--- config.mk ---
export PLATFORM = sky130hd
export DESIGN_NAME = gnsl_cell
export DESIGN_NICKNAME = d
export VERILOG_FILES = /design/src/rtl/gnsl_pkg.sv /design/src/rtl/gnsl_cell.sv
export SDC_FILE = /design/constraint.sdc
export NUM_CORES = 1
export LEC_CHECK = 0
export BUFFER_PORTS_ARGS = -buffer_cell sky130_fd_sc_hd__buf_2
export CAP_MARGIN = 30
export CORE_ASPECT_RATIO = 1.1
export CORE_MARGIN = 2
export CORE_UTILIZATION = 50
export CTS_CLUSTER_SIZE = 16
export DETAILED_ROUTE_END_ITERATION = 8
export PLACE_DENSITY = 0.71
export SYNTH_ARGS = -nofsm -noshare
export SYNTH_HDL_FRONTEND = slang
export SYNTH_SLANG_ARGS = --single-unit
--- constraint.sdc ---
create_clock -name clk_i -period 7.2 [get_ports clk_i]
set_input_delay 1.44 -clock clk_i [delete_from_list [all_inputs] [get_ports clk_i]]
set_output_delay 1.44 -clock clk_i [all_outputs]
set_load 0.005 [all_outputs]
--- src/rtl/gnsl_pkg.sv ---
`default_nettype none

package gnsl_pkg;

  // Field widths of one word
  localparam int unsigned CoordW = 12;
  localparam int unsigned LabelW = 6;
  localparam int unsigned SqW    = 2 * CoordW;
  localparam int unsigned DistW  = SqW + 1;

  // Command codes of an input word
  typedef enum logic [1:0] {
    CMD_CLEAR = 2'd0,
    CMD_LOAD  = 2'd1,
    CMD_QUERY = 2'd2
  } cmd_e;

  // Input word
  typedef struct packed {
    cmd_e              cmd;
    logic [CoordW-1:0] coord_x;
    logic [CoordW-1:0] coord_y;
    logic [LabelW-1:0] site_label;
  } in_word_t;

  // Result word
  typedef struct packed {
    logic [LabelW-1:0] nearest_label;
    logic              no_sites;
  } out_word_t;

  // Token that travels down the chain of site cells
  typedef struct packed {
    cmd_e              cmd;
    logic [CoordW-1:0] qx;
    logic [CoordW-1:0] qy;
    logic [LabelW-1:0] label;
    logic              claimed;     // load already taken by a cell
    logic              best_valid;  // some site seen so far
    logic [DistW-1:0]  best_dist;
    logic [CoordW-1:0] best_x;
    logic [CoordW-1:0] best_y;
    logic [LabelW-1:0] best_label;
  } tok_t;

  // Candidate a cell offers to a query, between its two stages
  typedef struct packed {
    logic              valid;
    logic [SqW-1:0]    sq_x;
    logic [SqW-1:0]    sq_y;
    logic [CoordW-1:0] x;
    logic [CoordW-1:0] y;
    logic [LabelW-1:0] label;
  } cand_t;

endpackage

`default_nettype wire

--- src/rtl/gnsl_cell.sv ---
`default_nettype none

module gnsl_cell import gnsl_pkg::*; (
  input  logic clk_i,
  input  logic rst_ni,
  input  logic adv_i,
  input  logic valid_i,
  input  tok_t tok_i,
  output logic valid_o,
  output tok_t tok_o,
  output logic site_vld_o
);

  logic              site_vld_q, site_vld_d;
  logic [CoordW-1:0] site_x_q, site_x_d;
  logic [CoordW-1:0] site_y_q, site_y_d;
  logic [LabelW-1:0] site_lbl_q, site_lbl_d;

  logic              a_valid_q;
  tok_t              a_tok_q, a_tok_d;
  cand_t             a_cand_q, a_cand_d;
  logic              b_valid_q;
  tok_t              b_tok_q, b_tok_d;

  logic              take_load;
  logic [CoordW-1:0] dx, dy;
  logic [DistW-1:0]  cand_dist;
  logic              cand_wins;

  // Claim a load word when this cell is empty and no cell upstream took it
  assign take_load = valid_i && (tok_i.cmd == CMD_LOAD) && !tok_i.claimed && !site_vld_q;

  // Update the held site on clear and load
  always_comb begin
    site_vld_d = site_vld_q;
    site_x_d   = site_x_q;
    site_y_d   = site_y_q;
    site_lbl_d = site_lbl_q;
    if (adv_i && valid_i) begin
      if (tok_i.cmd == CMD_CLEAR) begin
        site_vld_d = 1'b0;
      end else if (take_load) begin
        site_vld_d = 1'b1;
        site_x_d   = tok_i.qx;
        site_y_d   = tok_i.qy;
        site_lbl_d = tok_i.label;
      end
    end
  end

  // Stage A: square the axis distances to the held site
  always_comb begin
    dx = (tok_i.qx >= site_x_q) ? (tok_i.qx - site_x_q) : (site_x_q - tok_i.qx);
    dy = (tok_i.qy >= site_y_q) ? (tok_i.qy - site_y_q) : (site_y_q - tok_i.qy);
    a_tok_d = tok_i;
    if (take_load) begin
      a_tok_d.claimed = 1'b1;
    end
    a_cand_d.valid = site_vld_q && (tok_i.cmd == CMD_QUERY);
    a_cand_d.sq_x  = SqW'(dx) * SqW'(dx);
    a_cand_d.sq_y  = SqW'(dy) * SqW'(dy);
    a_cand_d.x     = site_x_q;
    a_cand_d.y     = site_y_q;
    a_cand_d.label = site_lbl_q;
  end

  // Stage B: sum and replace the running best only on a strict win
  always_comb begin
    cand_dist = DistW'(a_cand_q.sq_x) + DistW'(a_cand_q.sq_y);
    cand_wins = a_cand_q.valid &&
                (!a_tok_q.best_valid ||
                 (cand_dist < a_tok_q.best_dist) ||
                 ((cand_dist == a_tok_q.best_dist) &&
                  ((a_cand_q.x < a_tok_q.best_x) ||
                   ((a_cand_q.x == a_tok_q.best_x) && (a_cand_q.y < a_tok_q.best_y)))));
    b_tok_d = a_tok_q;
    if (cand_wins) begin
      b_tok_d.best_valid = 1'b1;
      b_tok_d.best_dist  = cand_dist;
      b_tok_d.best_x     = a_cand_q.x;
      b_tok_d.best_y     = a_cand_q.y;
      b_tok_d.best_label = a_cand_q.label;
    end
  end

  // Control state
  always_ff @(posedge clk_i or negedge rst_ni) begin
    if (!rst_ni) begin
      site_vld_q <= 1'b0;
      a_valid_q  <= 1'b0;
      b_valid_q  <= 1'b0;
    end else begin
      site_vld_q <= site_vld_d;
      if (adv_i) begin
        a_valid_q <= valid_i;
        b_valid_q <= a_valid_q;
      end
    end
  end

  // Payload state
  always_ff @(posedge clk_i) begin
    site_x_q   <= site_x_d;
    site_y_q   <= site_y_d;
    site_lbl_q <= site_lbl_d;
    if (adv_i) begin
      a_tok_q  <= a_tok_d;
      a_cand_q <= a_cand_d;
      b_tok_q  <= b_tok_d;
    end
  end

  assign valid_o    = b_valid_q;
  assign tok_o      = b_tok_q;
  assign site_vld_o = site_vld_q;

endmodule

`default_nettype wire
Word-level counts from Yosys, hierarchy flattened
Index checks and enable logic that the tools add are counted.
{ "totals": {"ff_bits": 290, "mem_bits_ro": 0, "output_inout_bits": 91, "latch_bits": 0, "ramBits": 0, "n_memories": 0, "wordCells": 72, "inputBits": 93} }
{ "op_classes": {"reduce_logical": 18, "div_mod_pow": 0, "shift": 0, "n_eq_ne": 4, "bitwise_logic": 1, "n_lt_le_gt_ge": 5, "n_mux": 5, "n_mul": 2, "n_addsub": 5} }
{ "ops": {"columns": ["cell", "n"], "rows": [
  ["55-bit 2-to-1 mux", 1],
  ["12-bit by 12-bit multiplier with 24-bit output", 2],
  ["12-bit subtractor", 4],
  ["24-bit by 24-bit adder with 25-bit output", 1],
  ["25-bit == test", 1],
  ["25-bit less-than comparator", 1],
  ["12-bit >= comparator", 2],
  ["12-bit less-than comparator", 2],
  ["12-bit 2-to-1 mux", 2],
  ["12-bit == test", 1],
  ["1-bit logical AND", 8],
  ["1-bit logical NOT", 3],
  ["1-bit logical OR", 3],
  ["3-bit AND reduction", 1],
  ["2-bit by 1-bit == test with 1-bit output (second input constant)", 1],
  ["2-bit == test (second input constant)", 1],
  ["2-bit logical NOT", 1],
  ["1-bit 2-to-1 mux", 2],
  ["2-bit AND reduction", 1],
  ["2-bit nonzero test", 1],
  ["1-bit NOT", 1]
]} }

Logic depth before layout (Yosys ltp)
Gate-level depths: netlist of the first run.
{ "logic_depth": {"ltp_word": 7, "ltp_mapped": 33, "depth_no_buf": 31} }

Worst setup path before layout of the first run
Ideal clock, no wire load.
{ "synth_path": {"path_kind": "input to register", "startpoint": "input tok_i[75] (netlist bit)", "endpoint": "register a_cand_q[75] (netlist bit) (data pin)", "path_buffers": 3, "t_required_ps": 6938, "cell_stages": 29, "slack_ps": -1505, "arrival_time_ps": 8443, "setup_ps": 262, "cell_sequence": "inv_1 ha_1 inv_1 fa_1 nand3_1 a311oi_1 a211oi_1 buf_2 buf_4 mux2i_1 xor2_1 clkbuf_1 nor2_1 fa_1 fa_1 inv_1 fa_1 fa_1 fa_1 inv_1 ha_1 a211o_1 a211oi_1 o21ai_0 a311o_1 a2111oi_0 o31a_1 o21bai_1 xor2_1"} }
{ "synth_rtl": {"columns": ["element", "line", "source"], "rows": [
  ["from (decl)", "gnsl_cell.sv:8", "input tok_t tok_i,"],
  ["to (signal assigned)", "gnsl_cell.sv:108", "a_cand_q <= a_cand_d;"],
  ["to (decl)", "gnsl_cell.sv:21", "cand_t a_cand_q, a_cand_d;"]
]} }

==> impl_metrics.env, run 1 <==
export IMPL_status="finished with violations"
export IMPL_violations="negative setup slack"
export IMPL_maxSlewHeadroom_pct=36.6
export IMPL_hold_viol=0
export IMPL_rr_worst_depth=28
export IMPL_synthDistinctLibCells=66
export IMPL_wl_mm=46.4
export IMPL_rrSetupSlack_ns=-0.01
export IMPL_timing_final_crit_period_ns=7.74
export IMPL_crit_arrival_ns=8.03
export IMPL_synth_edf_count=285
export IMPL_grt_max_degree=149
export IMPL_muxShareOfSynthArea_pct=4.57
export IMPL_synth_top_family_by_area="adder cells"
export IMPL_dp_hpwl_mm=36.4
export IMPL_die_width_um=201
export IMPL_io_buffers=183
export IMPL_cp_end_kind="register"
export IMPL_min_path_cells=0
export IMPL_r2r_start="site_x_q[7]"
export IMPL_crit_family="adder cells"
export IMPL_regArea_um2=8630
export IMPL_post_route_period_util_pct=108
export IMPL_slowest_stage="fa_1"
export IMPL_hold_path_class="register to register"
export IMPL_worst_path_buf_inv=8
export IMPL_syn2layout_area_growth_pct=29.4
export IMPL_fillers=3167
export IMPL_final_layout_size_suffix_gt1_share_pct=34.5
export IMPL_finalSetupViolations=19
export IMPL_tightestPinTransition_ns=0.951
export IMPL_hold_buffers=0
export IMPL_skew_ns=0.0314
export IMPL_antenna_found_initial=1
export IMPL_syn_area_um2=21300
export IMPL_first_pass_iters=5
export IMPL_synth_xor_area_share_pct=3.37
export IMPL_rsz0062_at_grt="true"
export IMPL_ys_warn_count=0
export IMPL_clock_path_buffers=3
export IMPL_reg2reg_to="a_cand_q[75]"
export IMPL_synthFlopType="edfxtp_1"
export IMPL_fmax_ghz=0.129
export IMPL_clkTransAtPathRegs_ns=0.06
export IMPL_grt_pass1_vias=15681
export IMPL_die_area_um2=44300
export IMPL_synth_fa_ha_area_share_pct=29.1
export IMPL_post_drt_wl_per_cell_um=15.8
export IMPL_cts_sinks=288
export IMPL_seq_area_frac_synth_pct=40.5
export IMPL_antennaDiodeCount=0
export IMPL_nets=2827
export IMPL_num_io_pins=184
export IMPL_cts_buffers=29
export IMPL_worstHoldEndpoint="tok_o[75]"
export IMPL_gp_congestion=0.919
export IMPL_start_util_pct=50.4
export IMPL_synth_compound_area_share_pct=7.80
export IMPL_synth_fp_nets=2302
export IMPL_vias=14789
export IMPL_route_detailed_drc=0
export IMPL_grt_usage_pct=21.3
export IMPL_grt_overflow=0
export IMPL_drv_slew=0
export IMPL_insertion_delay_ns=0.57
export IMPL_viasPerCell=5.05
export IMPL_die_h_um=220
export IMPL_synthCells=1813
export IMPL_crit_type="primary input to register"
export IMPL_crit_required_ns=7.49
export IMPL_path_common_cell="fa_1"
export IMPL_core_um2=42200
export IMPL_cp_slowest_stage_delay_ns=0.55
export IMPL_grt_pass1_wl_mm=76.4
export IMPL_ys_async_sr_fraction_pct=1.04
export IMPL_start_kind="primary input"
export IMPL_cts_htree_levels=1
export IMPL_ant_nets=0
export IMPL_rows=79
export IMPL_yosys_register_bits=288
export IMPL_fin_ws_ns=-0.542
export IMPL_cts_tree="yes"
export IMPL_multi_input_comb_area_um2=12100
export IMPL_drt_iter0_drc=627
export IMPL_cts_root_buffer="clkbuf_16"
export IMPL_critPathMaxFanout=7
export IMPL_drv_cap=0
export IMPL_setup_tns_ns=-5.86
export IMPL_hp_start="a_tok_q[75]"
export IMPL_synth_simple_gate_area_share_pct=7.15
export IMPL_syn_area_per_cell_um2=11.7
## logic make-up after synthesis
family          after synthesis
compound gates              247
xor+xnor                     82
fa+ha+maj                   396
buf+inv                     409
flops                       288
mux                          72
simple gates                319
## area by class of cell
class	instances	share of cell area, %
repair buffers	531	13.5
inverters	372	5.23
flip-flops and latches	288	31.3
clock buffers	33	2.69
multi-input cells	1116	43.8
clock inverters	21	0.877
well taps	567	2.58
## cell usage in the layout, fill, tap and decap left out, types with 22 or more instances in the layout
master     Yosys  routed
clkbuf_16      0      29
buf_4          1     324
nand2_1       52      40
inv_1        368     341
ha_4           0      23
buf_6          6      22
mux2_4        46      47
fa_1         165     154
a21o_1        37      37
a21oi_1       64      52
nor2b_1       24      22
xor2_1        29      26
edfxtp_1     285     285
o21ai_0       46      29
nor2_1       130     117
inv_2          3      23
nand2b_1      25      23
buf_2          6     177
ha_1         231     206
xnor2_1       53      45
## worst max path at each step
stage,start,endpoint,cells after the start
2_1_floorplan,tok_i[82],a_cand_q[75],30
3_3_place_gp,tok_i[75],a_cand_q[75],29
3_5_place_dp,tok_i[75],a_cand_q[75],29
4_1_cts,tok_i[75],a_cand_q[75],31
5_1_grt,tok_i[75],a_cand_q[75],31
6_report,tok_i[83],a_cand_q[75],29
## Yosys cell counts (all sizes together), types with 6 or more instances
cell    number  area [um^2]
buf         13          105
nand2       52          195
a311oi       9         91.3
o21bai      14          105
o211ai       8         60.1
or3          6         37.5
and3         6         37.5
nand3        9         45.0
a211oi       7         52.6
a21oi       64          320
and2         7         43.8
nor2b       24          150
inv        371         1390
a21o        37          278
or2         16          100
xor2        29          254
o21a        14          105
nand4       18          113
nor3        16         80.1
edfxtp     285         8560
nor2       131          494
ha         231         2890
mux2i        9         90.1
o21ai       47          235
xnor2       53          464
a31oi        7         43.8
nand2b      25          156
mux2        63          882
fa         165         3300
clkbuf      24         90.1
## timing repair
action | 4_1_cts | 5_1_grt
pin swaps | 89 | 50
setup buffers | 50 | 13
endpoints found under the setup margin | 21 | 23
gates resized for setup | 118 | 40
## state kept, by name, summed over array words and instances (netlist names)
name / flops
site_x_q: 12
site_y_q: 12
site_vld_o: 1
a_cand_q: 77
tok_o: 89
a_valid_q: 1
a_tok_q: 89
site_lbl_q: 6
valid_o: 1
## metal layers
layer / routed length, um / GRT usage (%)
met1: 20200 / 28.3
met3: 2180 / 2.93
met4: 847 / 5.21
met5: 13 / 0
met2: 23100 / 37.4
## metrics by stage
stage          utilization, %  setup WS [ns]  hold WS (ns)  cells  area, um^2
3_5_place_dp             60.2          -1.39         0.405   2816       25400
5_1_grt                  65.3         -0.757         0.423   2928       27500
6_report                 65.3         -0.542         0.417   2928       27500
4_1_cts                  64.7         -0.539         0.419   2916       27300
3_3_place_gp             60.2          -1.19         0.401   2815       25400
2_1_floorplan               -         -0.803         0.400   1813       21900
Power of run 1 is not shown: default switching activity piles up to over one toggle a cycle in this logic, so the estimate is an artifact.
==> run 2, diff against run 1 <==
--- a/config.mk
+++ b/config.mk
@@ -12,6 +12,7 @@
 export CORE_UTILIZATION = 50
 export CTS_CLUSTER_SIZE = 16
 export DETAILED_ROUTE_END_ITERATION = 8
+export GPL_TIMING_DRIVEN = 0
 export PLACE_DENSITY = 0.71
 export SYNTH_ARGS = -nofsm -noshare
 export SYNTH_HDL_FRONTEND = slang
==> run 2 against run 1 <==
The run still ends with negative setup slack left; largest cell class unchanged; die area stayed put; core utilization is 2.4 points lower; flip-flop and latch count stayed put; wire length is 0.82% higher; non-clock buffer count is 195 lower; critical path type unchanged; sequential share of layout area is 1.2 points higher; highest routed layer is now met4.
==> impl_metrics.env, run 2 (synthesized netlist as in run 1, its figures left out) <==
export IMPL_grt_usage_pct=21.0
export IMPL_cp_slowest_stage_delay_ns=0.52
export IMPL_violations="negative setup slack"
export IMPL_cts_root_buffer="clkbuf_16"
export IMPL_crit_required_ns=7.51
export IMPL_die_h_um=220
export IMPL_skew_ns=0.0231
export IMPL_critPathMaxFanout=4
export IMPL_ant_nets=0
export IMPL_crit_arrival_ns=8.36
export IMPL_cts_sinks=288
export IMPL_dp_hpwl_mm=33.9
export IMPL_drv_slew=0
export IMPL_wl_mm=46.8
export IMPL_post_dp_cell_area_um2=23600
export IMPL_num_io_pins=184
export IMPL_grt_overflow=0
export IMPL_finalInstanceArea_um2=26600
export IMPL_cts_htree_levels=1
export IMPL_start_kind="primary input"
export IMPL_clkTransAtPathRegs_ns=0.07
export IMPL_clock_path_buffers=3
export IMPL_slowest_stage="fa_1"
export IMPL_route_detailed_drc=0
export IMPL_fin_util_pct=62.9
export IMPL_grt_pass1_vias=15045
export IMPL_post_drt_wl_per_cell_um=17.1
export IMPL_hold_path_class="register to register"
export IMPL_worst_path_buf_inv=7
export IMPL_die_area_um2=44300
export IMPL_core_um2=42200
export IMPL_vias=14359
export IMPL_status="finished with violations"
export IMPL_syn2layout_area_growth_pct=24.7
export IMPL_final_cell_count_no_fill=2736
export IMPL_io_buffers=183
export IMPL_finalSetupViolations=22
export IMPL_hold_buffers=0
export IMPL_cp_end_kind="register"
export IMPL_placed_cells=2568
export IMPL_fillers=3136
export IMPL_start_util_pct=50.4
export IMPL_gp_congestion=0.893
export IMPL_cts_buffers=31
export IMPL_cts_tree="yes"
export IMPL_final_common_cell="inv_1"
export IMPL_post_route_period_util_pct=112
export IMPL_fin_hold_ws_ns=0.402
export IMPL_timing_final_crit_period_ns=8.05
export IMPL_tightestPinTransition_ns=0.781
export IMPL_rrSetupSlack_ns=-0.43
export IMPL_maxSlewHeadroom_pct=47.3
export IMPL_insertion_delay_ns=0.58
export IMPL_rows=79
export IMPL_antenna_found_initial=1
export IMPL_fmax_ghz=0.124
export IMPL_viasPerCell=5.25
export IMPL_path_common_cell="fa_1"
export IMPL_crit_type="primary input to register"
export IMPL_grt_max_degree=120
export IMPL_final_cell_mix="332 x inv_1, 285 x edfxtp_1, 196 x ha_1, 173 x buf_2, 156 x fa_1"
export IMPL_die_width_um=201
export IMPL_nets=2634
export IMPL_drt_iter0_drc=786
export IMPL_crit_family="adder cells"
export IMPL_grt_pass1_wl_mm=74.4
export IMPL_first_pass_iters=5
export IMPL_rsz0062_at_grt="true"
export IMPL_final_layout_size_suffix_gt1_share_pct=30.9
export IMPL_drv_cap=0
export IMPL_fin_ws_ns=-0.852
export IMPL_hold_viol=0
[run 2: cell count changes in the layout (fill, tap and decap cells not counted), moves of 6 or more]
cell / change
buf_4: -215
ha_1: -10
clkbuf_8: +9
inv_1: -9
ha_2: +8
o21ai_1: -8
inv_2: +7
clkbuf_1: +6
nor2_1: -6
[run 2: worst register-to-register path, delay by kind of cell, from the launching register on]
kind | cells | cell delay, ns
AO/OA/AOI/OAI | 13 | 2.79
flip-flops | 1 | 0.48
XOR/XNOR | 2 | 0.29
buffers and inverters | 5 | 0.32
adder cells (fa/ha/maj) | 8 | 3.15
AND/OR/NAND/NOR | 1 | 0.34
[run 2: layer usage]
| layer | vias to the layer above | global-route usage (%) | share of wire [%] |
|---|---|---|---|
| met2 | 394 | 36.6 | 49 |
| met3 | 73 | 3.15 | 5.2 |
| li1 | 6757 | - | - |
| met4 | 0 | 5.58 | 2.4 |
| met5 | - | 0 | 0 |
| met1 | 7135 | 27.7 | 43 |
[run 2: cell type report]
type	count	area (um^2)	area share, %
Timing Repair Buffer	305	2040	7.67
Antenna cell	1	2.50	0.00942
Clock buffer	38	822	3.10
Sequential cell	288	8630	32.5
Clock inverter	18	208	0.782
Multi-Input combinational cell	1116	12400	46.6
Buffer	31	325	1.23
Inverter	372	1440	5.43
Tap cell	567	709	2.67
[run 2: worst paths after layout]
kind / cells after the start / endpoint / start
min: 0 / tok_o[63] / a_tok_q[63]
max in group asynchronous: 1 / site_vld_o / rst_ni
max: 31 / a_cand_q[75] / tok_i[75]
min in group asynchronous: 1 / valid_o / rst_ni
min reg2reg: 0 / tok_o[63] / a_tok_q[63]
max reg2reg: 29 / a_cand_q[75] / site_x_q[0]
[run 2: through the flow]
stage	setup TNS, ns	worst slack [ns]
floorplan	-8.23	-0.803
CTS	-7.12	-0.646
global route	-14.45	-1.08
detailed placement	-41.84	-2.00
finish	-9.43	-0.852
global placement	-120.46	-2.67
[run 2: what timing repair did]
item / in CTS / in global routing
setup buffers: 92 / 31
pin swaps: 78 / 73
gates resized for setup: 146 / 99
gates cloned: 2 / 0
setup endpoints to repair: 29 / 28
Power of run 2 is left out for the same reason.
